### config.mk
export PLATFORM = sky130hd
export DESIGN_NAME = decl_specifier_type_resolver
export DESIGN_NICKNAME = d
export VERILOG_FILES = /design/src/design/dstr_pkg.sv /design/src/design/dstr_accum.sv /design/src/design/dstr_resolve.sv /design/src/design/decl_specifier_type_resolver.sv
export SDC_FILE = /design/constraint.sdc
export NUM_CORES = 1
export LEC_CHECK = 0
export ABC_AREA = 0
export BUFFER_PORTS_ARGS = -buffer_cell sky130_fd_sc_hd__buf_2
export CORE_UTILIZATION = 55
export CTS_BUF_LIST = sky130_fd_sc_hd__clkbuf_16
export DETAILED_ROUTE_END_ITERATION = 8
export PLACE_DENSITY = 0.75
export SETUP_SLACK_MARGIN = 0.1
export SLEW_MARGIN = 10
export SYNTH_ARGS = -nofsm -noshare
export SYNTH_HDL_FRONTEND = slang
export SYNTH_SLANG_ARGS = --single-unit
### constraint.sdc
create_clock -name clk -period 4.7 [get_ports clk]
set_input_delay 0.94 -clock clk [delete_from_list [all_inputs] [get_ports clk]]
set_output_delay 0.94 -clock clk [all_outputs]
set_load 0.03 [all_outputs]
### src/design/dstr_pkg.sv
// ----------------------------------------------------------------------------
// dstr_pkg
// Shared types and constants for the declaration specifier type resolver:
// token and result words, accumulated specifier state and type codes.
// ----------------------------------------------------------------------------
`default_nettype none

package dstr_pkg;

    // Specifier token codes
    typedef enum logic [3:0] {
        SPEC_NONE     = 4'd0,
        SPEC_VOID     = 4'd1,
        SPEC_CHAR     = 4'd2,
        SPEC_INT      = 4'd3,
        SPEC_DOUBLE   = 4'd4,
        SPEC_FLOAT    = 4'd5,
        SPEC_TYPEDEF  = 4'd6,
        SPEC_COMPLEX  = 4'd7,
        SPEC_SHORT    = 4'd8,
        SPEC_LONG     = 4'd9,
        SPEC_SIGNED   = 4'd10,
        SPEC_UNSIGNED = 4'd11,
        SPEC_ENUM     = 4'd12,
        SPEC_STRUCT   = 4'd13,
        SPEC_UNION    = 4'd14,
        SPEC_SKIP     = 4'd15
    } dstr_spec_t;

    // Type codes
    localparam logic [4:0] T_ERROR      = 5'd0;
    localparam logic [4:0] T_PENDING    = 5'd1;
    localparam logic [4:0] T_VOID       = 5'd8;
    localparam logic [4:0] T_CHAR       = 5'd9;
    localparam logic [4:0] T_UCHAR      = 5'd10;
    localparam logic [4:0] T_SCHAR      = 5'd11;
    localparam logic [4:0] T_SHORT      = 5'd12;
    localparam logic [4:0] T_USHORT     = 5'd13;
    localparam logic [4:0] T_INT        = 5'd14;
    localparam logic [4:0] T_UINT       = 5'd15;
    localparam logic [4:0] T_LONG       = 5'd16;
    localparam logic [4:0] T_ULONG      = 5'd17;
    localparam logic [4:0] T_LLONG      = 5'd18;
    localparam logic [4:0] T_ULLONG     = 5'd19;
    localparam logic [4:0] T_FLOAT      = 5'd20;
    localparam logic [4:0] T_DOUBLE     = 5'd21;
    localparam logic [4:0] T_LDOUBLE    = 5'd22;
    localparam logic [4:0] T_FCOMPLEX   = 5'd23;
    localparam logic [4:0] T_DCOMPLEX   = 5'd24;
    localparam logic [4:0] T_LDCOMPLEX  = 5'd25;
    localparam logic [4:0] T_UNRESOLVED = 5'd26;

    localparam int RULE_COUNT = 15;

    // Input word: one specifier token
    typedef struct packed {
        logic [3:0] spec_code;
        logic [4:0] named_type_code;
        logic       last_token;
    } dstr_in_t;

    // Output word: one resolved declaration
    typedef struct packed {
        logic [4:0]            result_type;
        logic [RULE_COUNT-1:0] rule_mask;
        logic                  named_type_used;
    } dstr_out_t;

    // Accumulated specifier state of one declaration
    typedef struct packed {
        logic [1:0] data_cnt;
        logic [1:0] sgn_cnt;
        logic [1:0] uns_cnt;
        logic [1:0] long_cnt;
        logic [1:0] short_cnt;
        logic [1:0] cplx_cnt;
        logic [4:0] core_type;
        logic       named_seen;
    } dstr_state_t;

    localparam dstr_state_t STATE_INIT = '{
        data_cnt:   2'd0,
        sgn_cnt:    2'd0,
        uns_cnt:    2'd0,
        long_cnt:   2'd0,
        short_cnt:  2'd0,
        cplx_cnt:   2'd0,
        core_type:  T_INT,
        named_seen: 1'b0
    };

    // Saturating 2-bit increment
    function automatic logic [1:0] bump(input logic [1:0] c);
        return (c == 2'd3) ? 2'd3 : c + 2'd1;
    endfunction

endpackage

`default_nettype wire

### src/design/dstr_accum.sv
// ----------------------------------------------------------------------------
// dstr_accum
// Specifier state of the open declaration. Folds the current token into the
// counters and base type, and returns to the initial state after the last
// token of a declaration.
// ----------------------------------------------------------------------------
`default_nettype none

module dstr_accum (
    input  wire logic                  clk,
    input  wire logic                  rst_n,
    input  wire logic                  fire,
    input  wire dstr_pkg::dstr_in_t    tok,
    output dstr_pkg::dstr_state_t      upd
);
    import dstr_pkg::*;

    dstr_state_t state_reg;
    dstr_state_t state_next;

    // Fold the current token into the state
    always_comb
    begin
        upd = state_reg;
        unique case (dstr_spec_t'(tok.spec_code))
            SPEC_VOID:
            begin
                upd.data_cnt  = bump(state_reg.data_cnt);
                upd.core_type = T_VOID;
            end
            SPEC_CHAR:
            begin
                upd.data_cnt  = bump(state_reg.data_cnt);
                upd.core_type = T_CHAR;
            end
            SPEC_INT:
            begin
                upd.data_cnt  = bump(state_reg.data_cnt);
                upd.core_type = T_INT;
            end
            SPEC_DOUBLE:
            begin
                upd.data_cnt  = bump(state_reg.data_cnt);
                upd.core_type = T_DOUBLE;
            end
            SPEC_FLOAT:
            begin
                upd.data_cnt  = bump(state_reg.data_cnt);
                upd.core_type = T_FLOAT;
            end
            SPEC_TYPEDEF:
            begin
                upd.data_cnt   = bump(state_reg.data_cnt);
                upd.core_type  = (tok.named_type_code > T_UNRESOLVED) ?
                                 T_UNRESOLVED : tok.named_type_code;
                upd.named_seen = 1'b1;
            end
            SPEC_COMPLEX:  upd.cplx_cnt  = bump(state_reg.cplx_cnt);
            SPEC_SHORT:    upd.short_cnt = bump(state_reg.short_cnt);
            SPEC_LONG:     upd.long_cnt  = bump(state_reg.long_cnt);
            SPEC_SIGNED:   upd.sgn_cnt   = bump(state_reg.sgn_cnt);
            SPEC_UNSIGNED: upd.uns_cnt   = bump(state_reg.uns_cnt);
            SPEC_ENUM, SPEC_STRUCT, SPEC_UNION:
            begin
                upd.data_cnt  = bump(state_reg.data_cnt);
                upd.core_type = T_PENDING;
            end
            default:
            begin
                upd = state_reg;
            end
        endcase
    end

    // Advance on each consumed token, restart after the last one
    always_comb
    begin
        state_next = state_reg;
        if (fire)
        begin
            state_next = tok.last_token ? STATE_INIT : upd;
        end
    end

    always_ff @(posedge clk or negedge rst_n)
    begin
        if (!rst_n)
        begin
            state_reg <= STATE_INIT;
        end
        else
        begin
            state_reg <= state_next;
        end
    end

endmodule

`default_nettype wire

### src/design/dstr_resolve.sv
// ----------------------------------------------------------------------------
// dstr_resolve
// Rule check and type adjustment. Evaluates the fifteen specifier rules on
// the final state and, when none fails, applies signedness, complex and
// length modifiers to the base type.
// ----------------------------------------------------------------------------
`default_nettype none

module dstr_resolve (
    input  wire dstr_pkg::dstr_state_t st,
    output dstr_pkg::dstr_out_t        res
);
    import dstr_pkg::*;

    logic                  sg;
    logic                  us;
    logic                  lg;
    logic                  sh;
    logic                  cx;
    logic [4:0]            bt;
    logic [RULE_COUNT-1:0] mask;
    logic [4:0]            t_sign;
    logic [4:0]            t_cplx;
    logic [4:0]            t_len;

    assign sg = (st.sgn_cnt != 2'd0);
    assign us = (st.uns_cnt != 2'd0);
    assign lg = (st.long_cnt != 2'd0);
    assign sh = (st.short_cnt != 2'd0);
    assign cx = (st.cplx_cnt != 2'd0);
    assign bt = st.core_type;

    // Check specifier rules
    always_comb
    begin
        mask     = '0;
        mask[0]  = cx && (bt != T_FLOAT) && (bt != T_DOUBLE);
        mask[1]  = (st.data_cnt > 2'd1);
        mask[2]  = (st.sgn_cnt > 2'd1);
        mask[3]  = (st.uns_cnt > 2'd1);
        mask[4]  = (st.long_cnt > 2'd2);
        mask[5]  = (st.short_cnt > 2'd1);
        mask[6]  = (st.cplx_cnt > 2'd1);
        mask[7]  = sg && us;
        mask[8]  = lg && sh;
        mask[9]  = (sg || us) && (bt == T_DOUBLE);
        mask[10] = (sg || us) && (bt == T_FLOAT);
        mask[11] = (lg || sh) && (bt == T_FLOAT);
        mask[12] = (lg || sh) && (bt == T_CHAR);
        mask[13] = sh && (bt == T_DOUBLE);
        mask[14] = (st.long_cnt > 2'd1) && (bt == T_DOUBLE);
    end

    // Apply signedness
    always_comb
    begin
        t_sign = bt;
        if (sg)
        begin
            priority if (bt == T_CHAR || bt == T_UCHAR) t_sign = T_SCHAR;
            else if (bt == T_UINT)   t_sign = T_INT;
            else if (bt == T_USHORT) t_sign = T_SHORT;
            else if (bt == T_ULONG)  t_sign = T_LONG;
            else if (bt == T_ULLONG) t_sign = T_LLONG;
            else                     t_sign = bt;
        end
        else if (us)
        begin
            priority if (bt == T_CHAR || bt == T_SCHAR) t_sign = T_UCHAR;
            else if (bt == T_INT)   t_sign = T_UINT;
            else if (bt == T_SHORT) t_sign = T_USHORT;
            else if (bt == T_LONG)  t_sign = T_ULONG;
            else if (bt == T_LLONG) t_sign = T_ULLONG;
            else                    t_sign = bt;
        end
    end

    // Apply complex
    always_comb
    begin
        t_cplx = t_sign;
        if (cx)
        begin
            if (t_sign == T_FLOAT)
            begin
                t_cplx = T_FCOMPLEX;
            end
            else if (t_sign == T_DOUBLE)
            begin
                t_cplx = T_DCOMPLEX;
            end
        end
    end

    // Apply long, long long or short
    always_comb
    begin
        t_len = t_cplx;
        if (st.long_cnt == 2'd1)
        begin
            priority if (t_cplx == T_INT)      t_len = T_LONG;
            else if (t_cplx == T_UINT)     t_len = T_ULONG;
            else if (t_cplx == T_DOUBLE)   t_len = T_LDOUBLE;
            else if (t_cplx == T_DCOMPLEX) t_len = T_LDCOMPLEX;
            else                           t_len = t_cplx;
        end
        else if (st.long_cnt == 2'd2)
        begin
            if (t_cplx == T_INT)       t_len = T_LLONG;
            else if (t_cplx == T_UINT) t_len = T_ULLONG;
        end
        else if (sh)
        begin
            if (t_cplx == T_INT)       t_len = T_SHORT;
            else if (t_cplx == T_UINT) t_len = T_USHORT;
        end
    end

    // Form the result word
    always_comb
    begin
        res.rule_mask = mask;
        if (mask == '0)
        begin
            res.result_type     = t_len;
            res.named_type_used = st.named_seen;
        end
        else
        begin
            res.result_type     = T_ERROR;
            res.named_type_used = 1'b0;
        end
    end

endmodule

`default_nettype wire

### src/design/decl_specifier_type_resolver.sv
// After its last token is accepted, a result word is held back only while an
// earlier result word still waits to be taken, then enters the result register.
// Throughput: one token per cycle, except while a last token waits for room;
// input and result registers let a new token in while a result waits to be taken.
// Reset: rst_n clears the valid flags and returns the specifier state to
// "no specifiers, base type int".
// ----------------------------------------------------------------------------
// decl_specifier_type_resolver
// Resolves the specifier tokens of one C declaration to a type code, a rule
// violation mask and a typedef-used flag, one result per declaration.
// ----------------------------------------------------------------------------
`default_nettype none

module decl_specifier_type_resolver (
    input  wire logic                clk,
    input  wire logic                rst_n,
    input  wire logic                in_valid,
    output logic                     in_ready,
    input  wire dstr_pkg::dstr_in_t  in_data,
    output logic                     out_valid,
    input  wire logic                out_ready,
    output dstr_pkg::dstr_out_t      out_data
);
    import dstr_pkg::*;

    dstr_in_t    tok_reg;
    logic        tok_valid_reg;
    logic        tok_valid_next;
    dstr_out_t   res_reg;
    logic        res_valid_reg;
    logic        res_valid_next;
    logic        out_free;
    logic        fire;
    dstr_state_t upd;
    dstr_out_t   res;

    // Consume the held token unless it would produce a result with no room
    assign out_free = !res_valid_reg || out_ready;
    assign fire     = tok_valid_reg && (!tok_reg.last_token || out_free);
    assign in_ready = !tok_valid_reg || fire;

    dstr_accum u_accum (
        .clk   (clk),
        .rst_n (rst_n),
        .fire  (fire),
        .tok   (tok_reg),
        .upd   (upd)
    );

    dstr_resolve u_resolve (
        .st  (upd),
        .res (res)
    );

    // Valid flags for token and result stages
    always_comb
    begin
        tok_valid_next = tok_valid_reg;
        if (in_valid && in_ready)
        begin
            tok_valid_next = 1'b1;
        end
        else if (fire)
        begin
            tok_valid_next = 1'b0;
        end

        res_valid_next = res_valid_reg;
        if (fire && tok_reg.last_token)
        begin
            res_valid_next = 1'b1;
        end
        else if (out_ready)
        begin
            res_valid_next = 1'b0;
        end
    end

    always_ff @(posedge clk or negedge rst_n)
    begin
        if (!rst_n)
        begin
            tok_valid_reg <= 1'b0;
            res_valid_reg <= 1'b0;
        end
        else
        begin
            tok_valid_reg <= tok_valid_next;
            res_valid_reg <= res_valid_next;
        end
    end

    // Hold payloads
    always_ff @(posedge clk)
    begin
        if (in_valid && in_ready)
        begin
            tok_reg <= in_data;
        end
        if (fire && tok_reg.last_token)
        begin
            res_reg <= res;
        end
    end

    assign out_valid = res_valid_reg;
    assign out_data  = res_reg;

endmodule

`default_nettype wire
==> results.toml <==
[status]
status = "finished, final reports clean"

[cts]
cts_root_buffer = "clkbuf_16"
clk_latency_ps = 290
cts_resized = 0
clock_path_buffers = 2
postCtsHoldBufs = 0
cts_made_buffers = 5
htreeDepth = 2
cts_tree = "yes"
clkSlewWorstSetupHoldPaths_ps = 60
postCtsSetupBuffers = 0
cts.sink_count = 51

[synth]
synth_common_cells = "32 x nor2_1, 31 x a21oi_1, 31 x edfxtp_1, 17 x dfrtp_1, 15 x nand2_1"
synth_top_area_cell = "edfxtp_1"
ys_ff_latch = 51
synth-edff-count = 31
syn_nets = 285
synth_most_common_cell = "nor2_1"
synthesis.area_sq_um = 2730
synthFlopType = "edfxtp_1"
async_reset_ff_share_pct = 39.2
yosys_warnings = 0
avgSynthCellArea_sq_um = 10.1
yosysUniqueCellTypes = 59
synth_top_area_share_pct = 34.1
ys_top_cells_by_area = "edfxtp_1 34%, dfrtp_1 16%, a21oi_1 5.7%"
yosysSeqAreaShare_pct = 52.6
syn_inst = 271

[sta]
hold_ws_ps = 511
period_needed_ps = 3410
hold_viol_final = 0
rsz0062_at_grt = "false"
skew_ps = 4.57
setup_viol = 0
worst_pin_slew_ps = 865
max_freq_ghz = 0.294
worst_slack_ps = 1290
slew_viol_final = 0
fin_crit_sh_pct = 72.5
slew_headroom_pct = 42.2
fin_tns_setup_ps = 0

[final_layout]
n_antenna_cell = 0
nNetsFinal = 316
largest_register_ffs = 21
drive_above_1_share_pct = 18.2
multi_input_comb_area_sq_um = 1200
area.sequential_sq_um = 1440
area.growth.synth_to_final_pct = 13.6
nFillCells = 422

[route]
drt_wl_total_um = 5790
via_per_inst = 5.92
dr.pass1.iters = 5
drcViolationCount = 0
vias = 2192
wl_per_cell_um = 15.6
ant_nets = 0
drt_iter0_markers = 152

[place]
dp_slack_ps = 1330
portBuffers = 36
gp_congestion = 0.885
post-dp-hpwl_um = 4230

[die]
ioPinCount = 37
die_height_um = 72.4
initial_core_util_pct = 57.4
num_rows = 25
die-area_sq_um = 5250
core_area_sq_um = 4750
fp.dieW_um = 72.4

[run]
maxCapViolCount = 0

[worst_hold_path]
hold_end = "u_accum.state_reg[2]$_DFFE_PN1P_"
hold_class = "reg2reg"
min-delay-start = "u_accum.state_reg[2]$_DFFE_PN1P_"
worstHoldPathCells = 2

[grt]
grt_pass1_wl_um = 9570
grt.overflow.total = 0
antenna_found_initial = 0
groute.usage.overall_pct = 24.4
grt_pass1_vias = 1965
grt_max_degree = 26

[worst_setup_path]
cp_max_fo = 20
critPathLaunchType = "register"
cp.required_ps = 4840
rr_startpoint = "tok_reg[8]$_DFFE_PP_"
cp.arrival_ps = 3550
r2r_slack_ps = 1290
critPathKind = "reg2reg"
crit_path_end_kind = "register"
reg2reg_depth = 8
regToRegEndpoint = "out_data[19]$_SDFFCE_PP0P_"

[power]
finalPower_mw = 1.15
vdd_drop_max_v = 0.000188
power_density_nw_per_um2 = 372
leakage_nw = 1.26
[worst max-delay path: stages, from the launching register on]
cell      delay (ps)
edfxtp_1         680
and2b_1          280
nor3b_1          190
nor3_1           680
nand3_1          130
or4b_1           490
a2111o_1         450
a31oi_1          180
a21boi_1         170
[where the power goes]
group / switching [mW] / internal, mW / total [mW]
clock: 0.155 / 0.228 / 0.383
combinational: 0.146 / 0.0813 / 0.227
sequential: 0.0273 / 0.517 / 0.544
[worst max path at each step]
stage	from	end
5_1_grt	tok_reg[8]$_DFFE_PP_	out_data[19]$_SDFFCE_PP0P_
4_1_cts	tok_reg[8]$_DFFE_PP_	out_data[19]$_SDFFCE_PP0P_
6_report	tok_reg[8]$_DFFE_PP_	out_data[19]$_SDFFCE_PP0P_
3_5_place_dp	tok_reg[8]$_DFFE_PP_	out_data[19]$_SDFFCE_PP0P_
2_1_floorplan	tok_reg[6]$_DFFE_PP_	out_data[19]$_SDFFCE_PP0P_
3_3_place_gp	tok_reg[8]$_DFFE_PP_	out_data[19]$_SDFFCE_PP0P_
[through the flow]
step / cell area (sq um) / cells / util [%]
after CTS: 3100 / 370 / 65.2
final: 3100 / 370 / 65.2
after global placement: 2940 / 362 / 61.8
after floorplan: 2730 / 271 / -
after detailed placement: 2940 / 362 / 61.8
after global routing: 3100 / 370 / 65.2
[logic make-up after synthesis]
kind of cell	Yosys count	synth area share, %
and+or+nand+nor	113	22.7
AOI/OAI and AO/OA	84	20.1
adders and majority gates	1	0.413
muxes	1	0.367
xor gates and xnor gates	1	0.321
buffers and inverters	20	3.44
DFF	51	52.6
[routing by layer]
layer | GRT usage, % | vias to the layer above | wire, um
li1 | - | 1083 | -
met1 | 31.6 | 1035 | 2600
met2 | 40.5 | 62 | 2860
met3 | 5.00 | 12 | 229
met4 | 9.15 | 0 | 101
met5 | 0 | - | 0
[layout make-up]
type                       instances  share of cell area [%]
sequential                        51                    46.3
multi-input combinational        200                    38.7
timing repair buffer              39                    6.54
clock buffer                       6                    4.84
tap                               67                    2.70
inverter                           5                   0.605
clock inverter                     2                   0.323
[placed cells by master, fill, tap and decap left out, types with 7 or more instances in the layout]
cell / count
nand2_1: 15
nand2b_1: 10
dfrtp_1: 17
o21bai_1: 7
edfxtp_1: 31
o21ai_0: 10
nor2_1: 32
buf_2: 36
nor3_1: 9
a21oi_1: 31
nand3_1: 7
Power figures use the tool's default switching activity.
